<file path="src/rtl/hars_pkg.sv">
// Shared types and constants for the HCI advertising report splitter.
// No dependencies; used by every module in rtl/.
package hars_pkg;

  localparam logic [7:0] H4_EVENT    = 8'h04;
  localparam logic [7:0] EVT_LE_META = 8'h3E;
  localparam logic [7:0] EVT_VENDOR  = 8'hFF;
  localparam logic [7:0] SUB_ADV_RPT = 8'h02;
  localparam logic [7:0] ONE_REPORT  = 8'h01;
  localparam logic [7:0] FRAME_EXTRA = 8'd12;

  localparam int unsigned HDR_BYTES = 9;
  localparam int unsigned HELD_BYTES = HDR_BYTES - 1;
  localparam int unsigned FRAME_BYTES = 4;
  localparam int unsigned BURST_LEN = FRAME_BYTES + HDR_BYTES;

  localparam logic [3:0] HDR_LAST_IDX = 4'(HDR_BYTES - 1);
  localparam logic [3:0] BURST_LAST_IDX = 4'(BURST_LEN - 1);

  localparam logic [3:0] BEAT_CODE = 4'd0;
  localparam logic [3:0] BEAT_LEN  = 4'd1;
  localparam logic [3:0] BEAT_SUB  = 4'd2;
  localparam logic [3:0] BEAT_NUM  = 4'd3;

  localparam logic SRC_ADV    = 1'b0;
  localparam logic SRC_VENDOR = 1'b1;

  typedef enum logic [9:0] {
    PH_IDLE  = 10'b00_0000_0001,
    PH_CODE  = 10'b00_0000_0010,
    PH_VLEN  = 10'b00_0000_0100,
    PH_VPASS = 10'b00_0000_1000,
    PH_MLEN  = 10'b00_0001_0000,
    PH_SUB   = 10'b00_0010_0000,
    PH_NUM   = 10'b00_0100_0000,
    PH_HDR   = 10'b00_1000_0000,
    PH_DATA  = 10'b01_0000_0000,
    PH_RSSI  = 10'b10_0000_0000
  } phase_t;

  // One pending output job: a single byte, or a 13-byte re-framed header burst.
  typedef struct packed {
    logic                         burst;
    logic [7:0]                   data;
    logic                         last;
    logic                         src;
    logic [31:0]                  count;
    logic [HDR_BYTES-1:0][7:0]    hdr;
  } desc_t;

endpackage

</file>
<file path="src/rtl/hars_parser.sv">
// Event parser: H4 byte state machine, header hold and report counter.
// Produces at most one output job per input byte into a one-entry job register.
// Depends on hars_pkg.
module hars_parser (
  input  logic            clk,
  input  logic            rst_n,
  input  logic            in_valid,
  output logic            in_ready,
  input  logic [7:0]      in_byte,
  input  logic            in_first,
  input  logic            take,
  output logic            desc_valid,
  output hars_pkg::desc_t desc
);

  hars_pkg::phase_t phase_r, phase_nxt;
  logic [7:0]  bytes_left_r, bytes_left_nxt;
  logic [7:0]  reports_left_r, reports_left_nxt;
  logic [3:0]  field_index_r, field_index_nxt;
  logic [7:0]  payload_left_r, payload_left_nxt;
  logic [31:0] reports_emitted_r, reports_emitted_nxt;
  logic [hars_pkg::HELD_BYTES-1:0][7:0] hold_r;
  logic        hold_we;

  logic            desc_v_r;
  hars_pkg::desc_t desc_r, job;
  logic            emit;
  logic            accept;
  logic [7:0]      bl_dec, pl_dec, rl_dec;
  logic            fits;

  assign in_ready   = !desc_v_r || take;
  assign accept     = in_valid && in_ready;
  assign desc_valid = desc_v_r;
  assign desc       = desc_r;

  assign bl_dec = bytes_left_r - 8'd1;
  assign pl_dec = payload_left_r - 8'd1;
  assign rl_dec = reports_left_r - 8'd1;
  assign fits   = {1'b0, bl_dec} >= ({1'b0, in_byte} + 9'd1);

  always_comb begin
    phase_nxt           = phase_r;
    bytes_left_nxt      = bytes_left_r;
    reports_left_nxt    = reports_left_r;
    field_index_nxt     = field_index_r;
    payload_left_nxt    = payload_left_r;
    reports_emitted_nxt = reports_emitted_r;
    hold_we             = 1'b0;
    emit                = 1'b0;
    job.burst           = 1'b0;
    job.data            = in_byte;
    job.last            = 1'b0;
    job.src             = hars_pkg::SRC_ADV;
    job.count           = reports_emitted_r;
    job.hdr             = {in_byte, hold_r};
    if (accept) begin
      if (in_first) begin
        phase_nxt = (in_byte == hars_pkg::H4_EVENT) ? hars_pkg::PH_CODE : hars_pkg::PH_IDLE;
      end else begin
        case (phase_r)
          hars_pkg::PH_IDLE: begin
            phase_nxt = hars_pkg::PH_IDLE;
          end
          hars_pkg::PH_CODE: begin
            if (in_byte == hars_pkg::EVT_VENDOR) begin
              emit      = 1'b1;
              job.src   = hars_pkg::SRC_VENDOR;
              phase_nxt = hars_pkg::PH_VLEN;
            end else if (in_byte == hars_pkg::EVT_LE_META) begin
              phase_nxt = hars_pkg::PH_MLEN;
            end else begin
              phase_nxt = hars_pkg::PH_IDLE;
            end
          end
          hars_pkg::PH_VLEN: begin
            emit           = 1'b1;
            job.src        = hars_pkg::SRC_VENDOR;
            job.last       = (in_byte == 8'd0);
            bytes_left_nxt = in_byte;
            phase_nxt      = (in_byte == 8'd0) ? hars_pkg::PH_IDLE : hars_pkg::PH_VPASS;
          end
          hars_pkg::PH_VPASS: begin
            emit           = 1'b1;
            job.src        = hars_pkg::SRC_VENDOR;
            job.last       = (bl_dec == 8'd0);
            bytes_left_nxt = bl_dec;
            if (bl_dec == 8'd0) phase_nxt = hars_pkg::PH_IDLE;
          end
          hars_pkg::PH_MLEN: begin
            bytes_left_nxt = in_byte;
            phase_nxt      = (in_byte == 8'd0) ? hars_pkg::PH_IDLE : hars_pkg::PH_SUB;
          end
          hars_pkg::PH_SUB: begin
            bytes_left_nxt = bl_dec;
            phase_nxt = (in_byte == hars_pkg::SUB_ADV_RPT && bl_dec != 8'd0) ?
                        hars_pkg::PH_NUM : hars_pkg::PH_IDLE;
          end
          hars_pkg::PH_NUM: begin
            bytes_left_nxt   = bl_dec;
            reports_left_nxt = in_byte;
            field_index_nxt  = 4'd0;
            phase_nxt = (in_byte != 8'd0 && bl_dec != 8'd0) ?
                        hars_pkg::PH_HDR : hars_pkg::PH_IDLE;
          end
          hars_pkg::PH_HDR: begin
            hold_we         = (field_index_r < hars_pkg::HDR_LAST_IDX);
            field_index_nxt = field_index_r + 4'd1;
            bytes_left_nxt  = bl_dec;
            if (field_index_r >= hars_pkg::HDR_LAST_IDX) begin
              if (fits) begin
                emit             = 1'b1;
                job.burst        = 1'b1;
                job.data         = hars_pkg::FRAME_EXTRA + in_byte;
                payload_left_nxt = in_byte;
                phase_nxt = (in_byte == 8'd0) ? hars_pkg::PH_RSSI : hars_pkg::PH_DATA;
              end else begin
                phase_nxt = hars_pkg::PH_IDLE;
              end
            end else if (bl_dec == 8'd0) begin
              phase_nxt = hars_pkg::PH_IDLE;
            end
          end
          hars_pkg::PH_DATA: begin
            emit             = 1'b1;
            bytes_left_nxt   = bl_dec;
            payload_left_nxt = pl_dec;
            if (pl_dec == 8'd0) phase_nxt = hars_pkg::PH_RSSI;
          end
          hars_pkg::PH_RSSI: begin
            emit                = 1'b1;
            job.last            = 1'b1;
            bytes_left_nxt      = bl_dec;
            reports_emitted_nxt = reports_emitted_r + 32'd1;
            reports_left_nxt    = rl_dec;
            field_index_nxt     = 4'd0;
            phase_nxt = (rl_dec != 8'd0 && bl_dec != 8'd0) ?
                        hars_pkg::PH_HDR : hars_pkg::PH_IDLE;
          end
          default: begin
            phase_nxt = hars_pkg::PH_IDLE;
          end
        endcase
      end
    end
  end

  always_ff @(posedge clk) begin
    if (!rst_n) begin
      phase_r           <= hars_pkg::PH_IDLE;
      bytes_left_r      <= 8'd0;
      reports_left_r    <= 8'd0;
      field_index_r     <= 4'd0;
      payload_left_r    <= 8'd0;
      reports_emitted_r <= 32'd0;
      desc_v_r          <= 1'b0;
    end else begin
      phase_r           <= phase_nxt;
      bytes_left_r      <= bytes_left_nxt;
      reports_left_r    <= reports_left_nxt;
      field_index_r     <= field_index_nxt;
      payload_left_r    <= payload_left_nxt;
      reports_emitted_r <= reports_emitted_nxt;
      if (accept && emit) begin
        desc_v_r <= 1'b1;
      end else if (take) begin
        desc_v_r <= 1'b0;
      end
    end
  end

  always_ff @(posedge clk) begin
    if (accept && emit) desc_r <= job;
    if (hold_we) hold_r[field_index_r[2:0]] <= in_byte;
  end

  a_first_no_job: assert property (@(posedge clk) disable iff (!rst_n)
    (accept && in_first && !take) |=> (desc_v_r == $past(desc_v_r)))
    else $error("packet start byte produced an output job");

endmodule

</file>
<file path="src/rtl/hars_out.sv">
// Output sequencer: result register that plays out single bytes or
// the 13-byte re-framed report header. Depends on hars_pkg.
module hars_out (
  input  logic            clk,
  input  logic            rst_n,
  input  logic            desc_valid,
  input  hars_pkg::desc_t desc,
  output logic            take,
  output logic            out_valid,
  input  logic            out_ready,
  output logic [7:0]      out_byte,
  output logic            out_last,
  output logic            out_source,
  output logic [31:0]     report_count
);

  logic            out_v_r;
  logic [3:0]      idx_r;
  hars_pkg::desc_t job_r;
  logic            final_beat;
  logic [3:0]      hdr_idx;

  assign final_beat = !job_r.burst || (idx_r == hars_pkg::BURST_LAST_IDX);
  assign take       = desc_valid && (!out_v_r || (out_ready && final_beat));
  assign hdr_idx    = idx_r - 4'(hars_pkg::FRAME_BYTES);

  always_comb begin
    out_byte = job_r.data;
    if (job_r.burst) begin
      case (idx_r)
        hars_pkg::BEAT_CODE: out_byte = hars_pkg::EVT_LE_META;
        hars_pkg::BEAT_LEN:  out_byte = job_r.data;
        hars_pkg::BEAT_SUB:  out_byte = hars_pkg::SUB_ADV_RPT;
        hars_pkg::BEAT_NUM:  out_byte = hars_pkg::ONE_REPORT;
        default:             out_byte = job_r.hdr[hdr_idx];
      endcase
    end
  end

  assign out_valid    = out_v_r;
  assign out_last     = !job_r.burst && job_r.last;
  assign out_source   = job_r.src;
  assign report_count = job_r.count;

  always_ff @(posedge clk) begin
    if (!rst_n) begin
      out_v_r <= 1'b0;
      idx_r   <= 4'd0;
    end else if (take) begin
      out_v_r <= 1'b1;
      idx_r   <= 4'd0;
    end else if (out_v_r && out_ready) begin
      if (final_beat) begin
        out_v_r <= 1'b0;
        idx_r   <= 4'd0;
      end else begin
        idx_r <= idx_r + 4'd1;
      end
    end
  end

  always_ff @(posedge clk) begin
    if (take) job_r <= desc;
  end

  a_idx_range: assert property (@(posedge clk) disable iff (!rst_n)
    idx_r <= hars_pkg::BURST_LAST_IDX)
    else $error("burst beat index out of range");

  a_idle_idx: assert property (@(posedge clk) disable iff (!rst_n)
    !out_v_r |-> (idx_r == 4'd0))
    else $error("beat index not cleared while empty");

  a_burst_count: assert property (@(posedge clk) disable iff (!rst_n)
    (out_v_r && job_r.burst && idx_r != 4'd0) |-> (report_count == $past(report_count)))
    else $error("report count changed inside a header burst");

endmodule

</file>
<file path="src/rtl/hci_adv_report_splitter_core.sv">
// Top level of the HCI advertising report splitter.
// Instantiates hars_parser and hars_out; depends on hars_pkg.
//
//  channel | direction | ports                                        | item
//  in      | input     | in_valid in_ready in_byte in_first           | one H4 byte
//  out     | output    | out_valid out_ready out_byte out_last        | one event byte
//          |           | out_source out_report_count                  |
//
// One input byte per cycle while the job register has room or hands off.
// An emitted byte goes through the job register, then the result register.
// A completed report header plays out 13 bytes, one per cycle while out_ready is high,
// from the result register; the one-entry job register takes one more item meanwhile.
// Synchronous active-low reset returns the parser to idle, count to zero.
// out_ready low holds the result; input stalls only once the job register is full.
module hci_adv_report_splitter_core (
  input  logic        clk,
  input  logic        rst_n,
  input  logic        in_valid,
  output logic        in_ready,
  input  logic [7:0]  in_byte,
  input  logic        in_first,
  output logic        out_valid,
  input  logic        out_ready,
  output logic [7:0]  out_byte,
  output logic        out_last,
  output logic        out_source,
  output logic [31:0] out_report_count
);

  logic            take;
  logic            desc_valid;
  hars_pkg::desc_t desc;

  hars_parser u_parser (
    .clk        (clk),
    .rst_n      (rst_n),
    .in_valid   (in_valid),
    .in_ready   (in_ready),
    .in_byte    (in_byte),
    .in_first   (in_first),
    .take       (take),
    .desc_valid (desc_valid),
    .desc       (desc)
  );

  hars_out u_out (
    .clk          (clk),
    .rst_n        (rst_n),
    .desc_valid   (desc_valid),
    .desc         (desc),
    .take         (take),
    .out_valid    (out_valid),
    .out_ready    (out_ready),
    .out_byte     (out_byte),
    .out_last     (out_last),
    .out_source   (out_source),
    .report_count (out_report_count)
  );

endmodule

</file>
<file path="config.mk">
export PLATFORM = sky130hd
export DESIGN_NAME = hci_adv_report_splitter_core
export DESIGN_NICKNAME = d
export VERILOG_FILES = /design/src/rtl/hars_pkg.sv /design/src/rtl/hars_parser.sv /design/src/rtl/hars_out.sv /design/src/rtl/hci_adv_report_splitter_core.sv
export SDC_FILE = /design/constraint.sdc
export NUM_CORES = 1
export LEC_CHECK = 0
export CORE_ASPECT_RATIO = 0.5
export CORE_UTILIZATION = 55
export CTS_BUF_LIST = sky130_fd_sc_hd__clkbuf_4 sky130_fd_sc_hd__clkbuf_8
export DETAILED_ROUTE_END_ITERATION = 16
export DONT_BUFFER_PORTS = 1
export GPL_ROUTABILITY_DRIVEN = 0
export GPL_TIMING_DRIVEN = 0
export PLACE_DENSITY = 0.82
export SLEW_MARGIN = 40
export SYNTH_ARGS = -nofsm -noshare
export SYNTH_HDL_FRONTEND = slang
export SYNTH_SLANG_ARGS = --single-unit
</file>
<file path="constraint.sdc">
create_clock -name clk -period 12 [get_ports clk]
set_input_delay 1.2 -clock clk [delete_from_list [all_inputs] [get_ports clk]]
set_output_delay 1.2 -clock clk [all_outputs]
set_load 0.02 [all_outputs]
</file>
== Word level (Yosys, flattened, before mapping) ==
Cells that the tools add are included.

* Logic and storage cells: 180
* Input bits: 13
* Register bits: 370
* Output and inout port bits: 44

* Bitwise gates (word level): 5
* Add/subtract/negate cells: 9
* Mux-type cells: 50
* Equality and inequality tests: 20
* Reductions and logical operators: 45
* Magnitude comparators: 6

{| class="wikitable"
|+ Operators with widths
! kind !! number
|-
| $pmux 10 s9 || 1
|-
| $mux 10 || 8
|-
| $mux 8 || 9
|-
| $bwmux 64 || 1
|-
| $pmux 8 s2 || 3
|-
| $add 32x1->32 const B || 1
|-
| $bmux 8 s4 || 1
|-
| $pmux 8 s4 || 1
|-
| $demux 8 s3 || 1
|-
| $logic_not 8->1 || 3
|-
| $reduce_bool 8->1 || 3
|-
| $sub 8x1->8 const B || 3
|-
| $reduce_bool 2->1 || 7
|-
| $mux 1 || 13
|-
| $reduce_and 3->1 || 4
|-
| $eq 10x10->1 const B || 1
|-
| $eq 10x2->1 const B || 1
|-
| $eq 10x3->1 const B || 1
|-
| $eq 10x4->1 const B || 1
|-
| $eq 10x5->1 const B || 1
|-
| $eq 10x6->1 const B || 1
|-
| $eq 10x7->1 const B || 1
|-
| $eq 10x8->1 const B || 1
|-
| $eq 10x9->1 const B || 1
|-
| other kinds (38) || 67
|}

== Longest topological paths before layout ==
* Depth after elaboration: 10
* Mapped depth: 14
* Depth with buffers taken out: 13

== Cells and area by module ==
Synthesis repeated with hierarchy kept, for this count alone.

* Cells, all modules: 1113
* Area, all modules: 15137.0 sq um

{| class="wikitable"
|+ By module, submodules not included
! module !! cells each !! times used !! area each (sq um) !! sequential area each (sq um)
|-
| hars_parser || 849 || 1 || 10367.4 || 6736.5
|-
| hars_out || 264 || 1 || 4769.6 || 3553.4
|}

== Worst setup path before layout ==
OpenSTA, ideal clock, no wires.

* Path type: input to register
* Start point: in in_byte[2]
* End point: reg u_parser.desc_r, in the netlist u_parser.desc[0] (enable)
* Required time: 11352 ps
* Buffers on the path: 0
* Cell stages on the path: 10
* Path slack: 2462 ps
* Arrival time: 8890 ps
* Library setup time: 648 ps
* Cells stage by stage: inv_1 nor3_1 nand3_1 nor2_1 xnor2_1 ha_1 nand3_1 o31ai_1 nand2_1 a41oi_1

* Cells in the longest elaborated chain, start to end: 8
* Elaborated cells on any way between the ends: 10
* Classes of those cells: 1 x add/sub; 1 x order compare; 1 x eq/ne; 6 x mux; 1 x reduce/logical

{| class="wikitable"
|+ RTL lines
! what !! line !! source
|-
| start, declared || hci_adv_report_splitter_core.sv:20 || <nowiki>input logic [7:0] in_byte,</nowiki>
|-
| $add 8x1->9 || hars_parser.sv:40 || <nowiki>assign fits = {1'b0, bl_dec} >= ({1'b0, in_byte} + 9'd1);</nowiki>
|-
| $ge 8x9->1 || hars_parser.sv:40 ||
|-
| $mux 1 || hars_parser.sv:111 || <nowiki>if (fits) begin</nowiki>
|-
| $mux 1 || hars_parser.sv:110 || <nowiki>if (field_index_r >= hars_pkg::HDR_LAST_IDX) begin</nowiki>
|-
| $pmux 1 s3 * || hars_parser.sv:61 || <nowiki>case (phase_r)</nowiki>
|-
| $mux 1 * || hars_parser.sv:58 || <nowiki>if (in_first) begin</nowiki>
|-
| $mux 1 * || hars_parser.sv:57 || <nowiki>if (accept) begin</nowiki>
|-
| $logic_and 1x1->1 * || hars_parser.sv:173 || <nowiki>if (accept && emit) desc_r <= job;</nowiki>
|-
| end signal, assigned || hars_parser.sv:173 ||
|-
| end, declared || hars_parser.sv:26 || <nowiki>hars_pkg::desc_t desc_r, job;</nowiki>
|}

Every way passes the cells marked *; elsewhere a longest branch is shown, timed or not.
A chain may end at the register's enable or synchronous reset.

== Worst setup path after layout ==
* Start point: reg u_out.idx_r[2]
* End point: out out_byte[4]

* Cells in the longest elaborated chain, start to end: 5
* Elaborated cells on any way between the ends: 9
* Classes of those cells: 1 x add/sub; 3 x eq/ne; 4 x mux; 1 x reduce/logical

{| class="wikitable"
|+ RTL lines
! what !! line !! source
|-
| start, declared || hars_out.sv:18 || <nowiki>logic [3:0] idx_r;</nowiki>
|-
| start signal, assigned || hars_out.sv:57 || <nowiki>idx_r <= idx_r + 4'd1;</nowiki>
|-
| $sub 4x3->4 || hars_out.sv:25 || <nowiki>assign hdr_idx = idx_r - 4'(hars_pkg::FRAME_BYTES);</nowiki>
|-
| $bmux 8 s4 || hars_out.sv:35 || <nowiki>default: out_byte = job_r.hdr[hdr_idx];</nowiki>
|-
| $mux 8 (implied by the code) || hars_out.sv:35 ||
|-
| $pmux 8 s4 * || hars_out.sv:30 || <nowiki>case (idx_r)</nowiki>
|-
| $mux 8 * || hars_out.sv:29 || <nowiki>if (job_r.burst) begin</nowiki>
|-
| end, declared || hci_adv_report_splitter_core.sv:24 || <nowiki>output logic [7:0] out_byte,</nowiki>
|}

Every way passes the cells marked *; elsewhere a longest branch is shown, timed or not. The select of a mux whose other input is x is not followed.

==> impl_metrics.yaml <==
floorplanning:
  floorplan.initialDensity: 0.5601
  row_count: 42
  dieHeight_um: 118.0
  die_area_um2: 27620
  design.core.area_um2: 26430
  boundaryPins: 57
  floorplan.die.width_um: 234.0
clock_tree:
  clkSlewWorstSetupHoldPaths_ps: 80
  cts_made_buffers: 49
  clock_latency_ps: 580
  cts_max_path_buffers: 3
  cts.repair.resized: 0
  clock_tree.root_cell: "sky130_fd_sc_hd__clkbuf_8"
  postCtsHoldBufs: 0
  cts-htree-levels: 2
  cts.repair_timing.setup_buffer_count: 0
  cts_num_sinks: 366
  clock_tree_from_tritoncts: "built"
synth:
  synthTopCellsByCount: "sky130_fd_sc_hd__edfxtp_1, sky130_fd_sc_hd__nor2_1, sky130_fd_sc_hd__nand2_1"
  number_of_enable_type_register_cells_in_the_synthesized_netlist: 290
  syn_inst: 1089
  ys_dominant_reg_cell: "sky130_fd_sc_hd__edfxtp_1"
  synth_warnings: 0
  async_flop_share: 0
  synthTopCellsByArea: "sky130_fd_sc_hd__edfxtp_1, sky130_fd_sc_hd__dfxtp_1, sky130_fd_sc_hd__ha_1, sky130_fd_sc_hd__mux4_2, sky130_fd_sc_hd__nor2_1"
  synth_top_area_frac: 0.5882
  post_synth_instance_area_um2: 14800
  postSynthAreaPerCell_um2: 13.59
  yosys.cell_count.top_type: "sky130_fd_sc_hd__edfxtp_1"
  synthesis.nets: 1131
  synth_sequential_area_ratio: 0.6910
  synthDistinctLibCells: 71
  synth_top_cell_by_area: "sky130_fd_sc_hd__edfxtp_1"
  ys_seq_elements: 366
setup_path:
  cp-end-kind: "output port"
  startpoint_type: "flip-flop"
  arrival_ps: 3950
  crit_required_ps: 10800
  timing_worst_setup_path_type: "reg -> out"
  crit_fanout: 10
  worst_case_register_to_register_setup_slack_ps: 7450
power_and_ir_drop:
  share_clk_of_total_power: 0.408
  irDropWorstVdd_mv: 0.09706
  power.density_cell_area_nw_per_um2: 141.1
  total_leakage_power_nw: 5.465
  power.switching_fraction: 0.2031
  power_report.internal_total_mw: 1.862
  switching_power_mw: 0.4746
  comb_power_share: 0.013
  sequentialPowerShare: 0.579
sta:
  worst-slew-pin-transition_ps: 892.4
  finalCriticalPeriod_ps: 5152
  slew_viol_final: 0
  timing.final.hold_violations: 0
  setup_viol_count_final: 0
  period_share: 0.4294
  maxSlewHeadroom: 0.3988
  fin_worst_skew_ps: 19.20
  rsz0062_at_grt: "no"
  upper_clock_frequency_limit_ghz: 0.1941
run_status:
  status: "complete, but fails checks"
  violations: "design-rule violations"
final_layout:
  design_area_um2: 16570
  final_nets: 1197
  drive_above_1_share: 0.1490
  diodes: 0
  flow.area_growth_from_synthesis_pct: 11.90
  layout.cells.non_filler: 1547
placement:
  postPlaceCellArea_um2: 15540
  placed_cells_incl_taps: 1456
  dp.final_hpwl_um: 20860
  port_buffers: 0
grt:
  first_global_vias: 9177
  grt_max_degree: 21
  first_pass_grt_wire_length_um: 49580
  grt_overflow: 0
  grt_use_total: 0.2346
  antenna_found_initial: 0
flow_run:
  maxCapViolations: 0
drt:
  vias_per_cell: 6.047
  drt_initial_violations: 937
  drt_drc_violations_left: 1
  dr.pass1.iters: 12
  postRouteWirelength_um: 31880
  detail_route.wl_per_cell_um: 20.61
  drtAntennaViolNets: 0
  detailroute.via_count: 9354
worst_hold_path:
  hold_crit_class: "reg -> reg"
## registers in the layout (all words and copies together) (netlist names)
name and flops:
u_out.out_source 1, u_out.idx_r 4, u_parser.bytes_left_r 8, u_out.out_valid 1
u_parser.hold_r 64, u_parser.payload_left_r 8, u_out.report_count 32, u_parser.field_index_r 4
u_parser.reports_left_r 8, u_parser.reports_emitted_r 32, u_parser.desc_valid 1, u_parser.phase_r 10
u_out.job_r 80, u_parser.desc 113
## placed cells by master (no fill, tap or decap), types with 9 or more instances in the layout
| master | synthesis | layout |
|---|---|---|
| sky130_fd_sc_hd__clkbuf_1 | 39 | 39 |
| sky130_fd_sc_hd__nand2b_1 | 13 | 13 |
| sky130_fd_sc_hd__nand4_1 | 23 | 23 |
| sky130_fd_sc_hd__xor2_1 | 28 | 28 |
| sky130_fd_sc_hd__o21ai_0 | 37 | 36 |
| sky130_fd_sc_hd__edfxtp_1 | 290 | 290 |
| sky130_fd_sc_hd__and3_1 | 9 | 9 |
| sky130_fd_sc_hd__nand2_1 | 81 | 81 |
| sky130_fd_sc_hd__clkbuf_4 | 0 | 17 |
| sky130_fd_sc_hd__nor4_1 | 15 | 13 |
| sky130_fd_sc_hd__clkinv_1 | 0 | 13 |
| sky130_fd_sc_hd__nor3_1 | 23 | 21 |
| sky130_fd_sc_hd__clkbuf_8 | 0 | 52 |
| sky130_fd_sc_hd__nand3_1 | 33 | 33 |
| sky130_fd_sc_hd__buf_4 | 32 | 32 |
| sky130_fd_sc_hd__inv_1 | 28 | 28 |
| sky130_fd_sc_hd__xnor2_1 | 20 | 20 |
| sky130_fd_sc_hd__nor2_1 | 95 | 89 |
| sky130_fd_sc_hd__a22oi_1 | 12 | 12 |
| sky130_fd_sc_hd__a21oi_1 | 49 | 48 |
| sky130_fd_sc_hd__dfxtp_1 | 76 | 76 |
| sky130_fd_sc_hd__or3_1 | 11 | 11 |
| sky130_fd_sc_hd__buf_8 | 0 | 9 |
| sky130_fd_sc_hd__ha_1 | 29 | 29 |
| sky130_fd_sc_hd__mux4_2 | 16 | 16 |
## power groups by stage
stage,Sequential [mW],Clock (mW),Combinational [mW]
floorplan,1.38,0,0.0200
global placement,1.38,0,0.0280
detailed placement,1.38,0,0.0292
finish,1.35,0.953,0.0305
CTS,1.35,0.960,0.0295
global route,1.35,1.02,0.0335
## worst paths after layout
kind | from | to | depth (start not counted)
setup / recovery | u_out.idx_r[2] | out_byte[4] | 8
hold / removal | u_parser.hold_r[24] | u_parser.desc[24] | 0
setup reg to reg | u_out.idx_r[1] | u_parser.desc[38] | 13
hold reg to reg | u_parser.hold_r[24] | u_parser.desc[24] | 0
## critical path, cell delays in order (launching register included)
cell and delay, ps:
sky130_fd_sc_hd__dfxtp_1 380, sky130_fd_sc_hd__clkbuf_1 400, sky130_fd_sc_hd__inv_1 160, sky130_fd_sc_hd__clkbuf_1 350, sky130_fd_sc_hd__ha_1 390, sky130_fd_sc_hd__clkbuf_1 280
sky130_fd_sc_hd__nor4_4 510, sky130_fd_sc_hd__a22oi_1 170, sky130_fd_sc_hd__o21ai_0 730
## layout make-up
type | instances | area (um2)
timing repair buffer | 15 | 219.0
fill | 1763 | 9867
tap | 352 | 440.4
buffer | 79 | 445.4
multi-input combinational | 616 | 4124
inverter | 28 | 105.1
sequential | 366 | 10230
clock buffer | 69 | 843.3
clock inverter | 22 | 158.9
## routing by layer
| metal | vias to the layer above | global-route usage | share of wire | wire (um) |
|---|---|---|---|---|
| li1 | 4184 | - | - | - |
| met1 | 4484 | 0.3131 | 0.40 | 12660 |
| met2 | 565 | 0.3837 | 0.49 | 15460 |
| met3 | 121 | 0.03949 | 0.080 | 2549 |
| met4 | 0 | 0.09456 | 0.038 | 1208 |
| met5 | - | 0 | 0 | 0 |
## cells by family (layout without fill, tap and decap cells)
| kind of cell | count (synthesis) | after routing | synth area share |
|---|---|---|---|
| compound gates | 171 | 171 | 0.07429 |
| xor+xnor | 48 | 48 | 0.02840 |
| fa+ha+maj | 29 | 29 | 0.02451 |
| buf+inv | 107 | 213 | 0.03702 |
| flops | 366 | 366 | 0.6910 |
| mux | 19 | 19 | 0.02637 |
| simple gates | 349 | 349 | 0.1184 |
## stage by stage
stage / setup slack (ps) / total power [mW] / TNS (ps) / util / hold WS [ps]
2_1_floorplan: 2462 / 1.401 / 0 / - / 400.3
3_3_place_gp: -615.2 / 1.409 / -69040 / 0.5767 / 400.6
3_5_place_dp: 6902 / 1.410 / 0 / 0.5878 / 404.5
4_1_cts: 6700 / 2.343 / 0 / 0.6257 / 410.9
5_1_grt: 6700 / 2.403 / 0 / 0.6267 / 417.4
6_report: 6848 / 2.337 / 0 / 0.6267 / 411.0
Note: power is estimated with default switching activity, not from simulation.
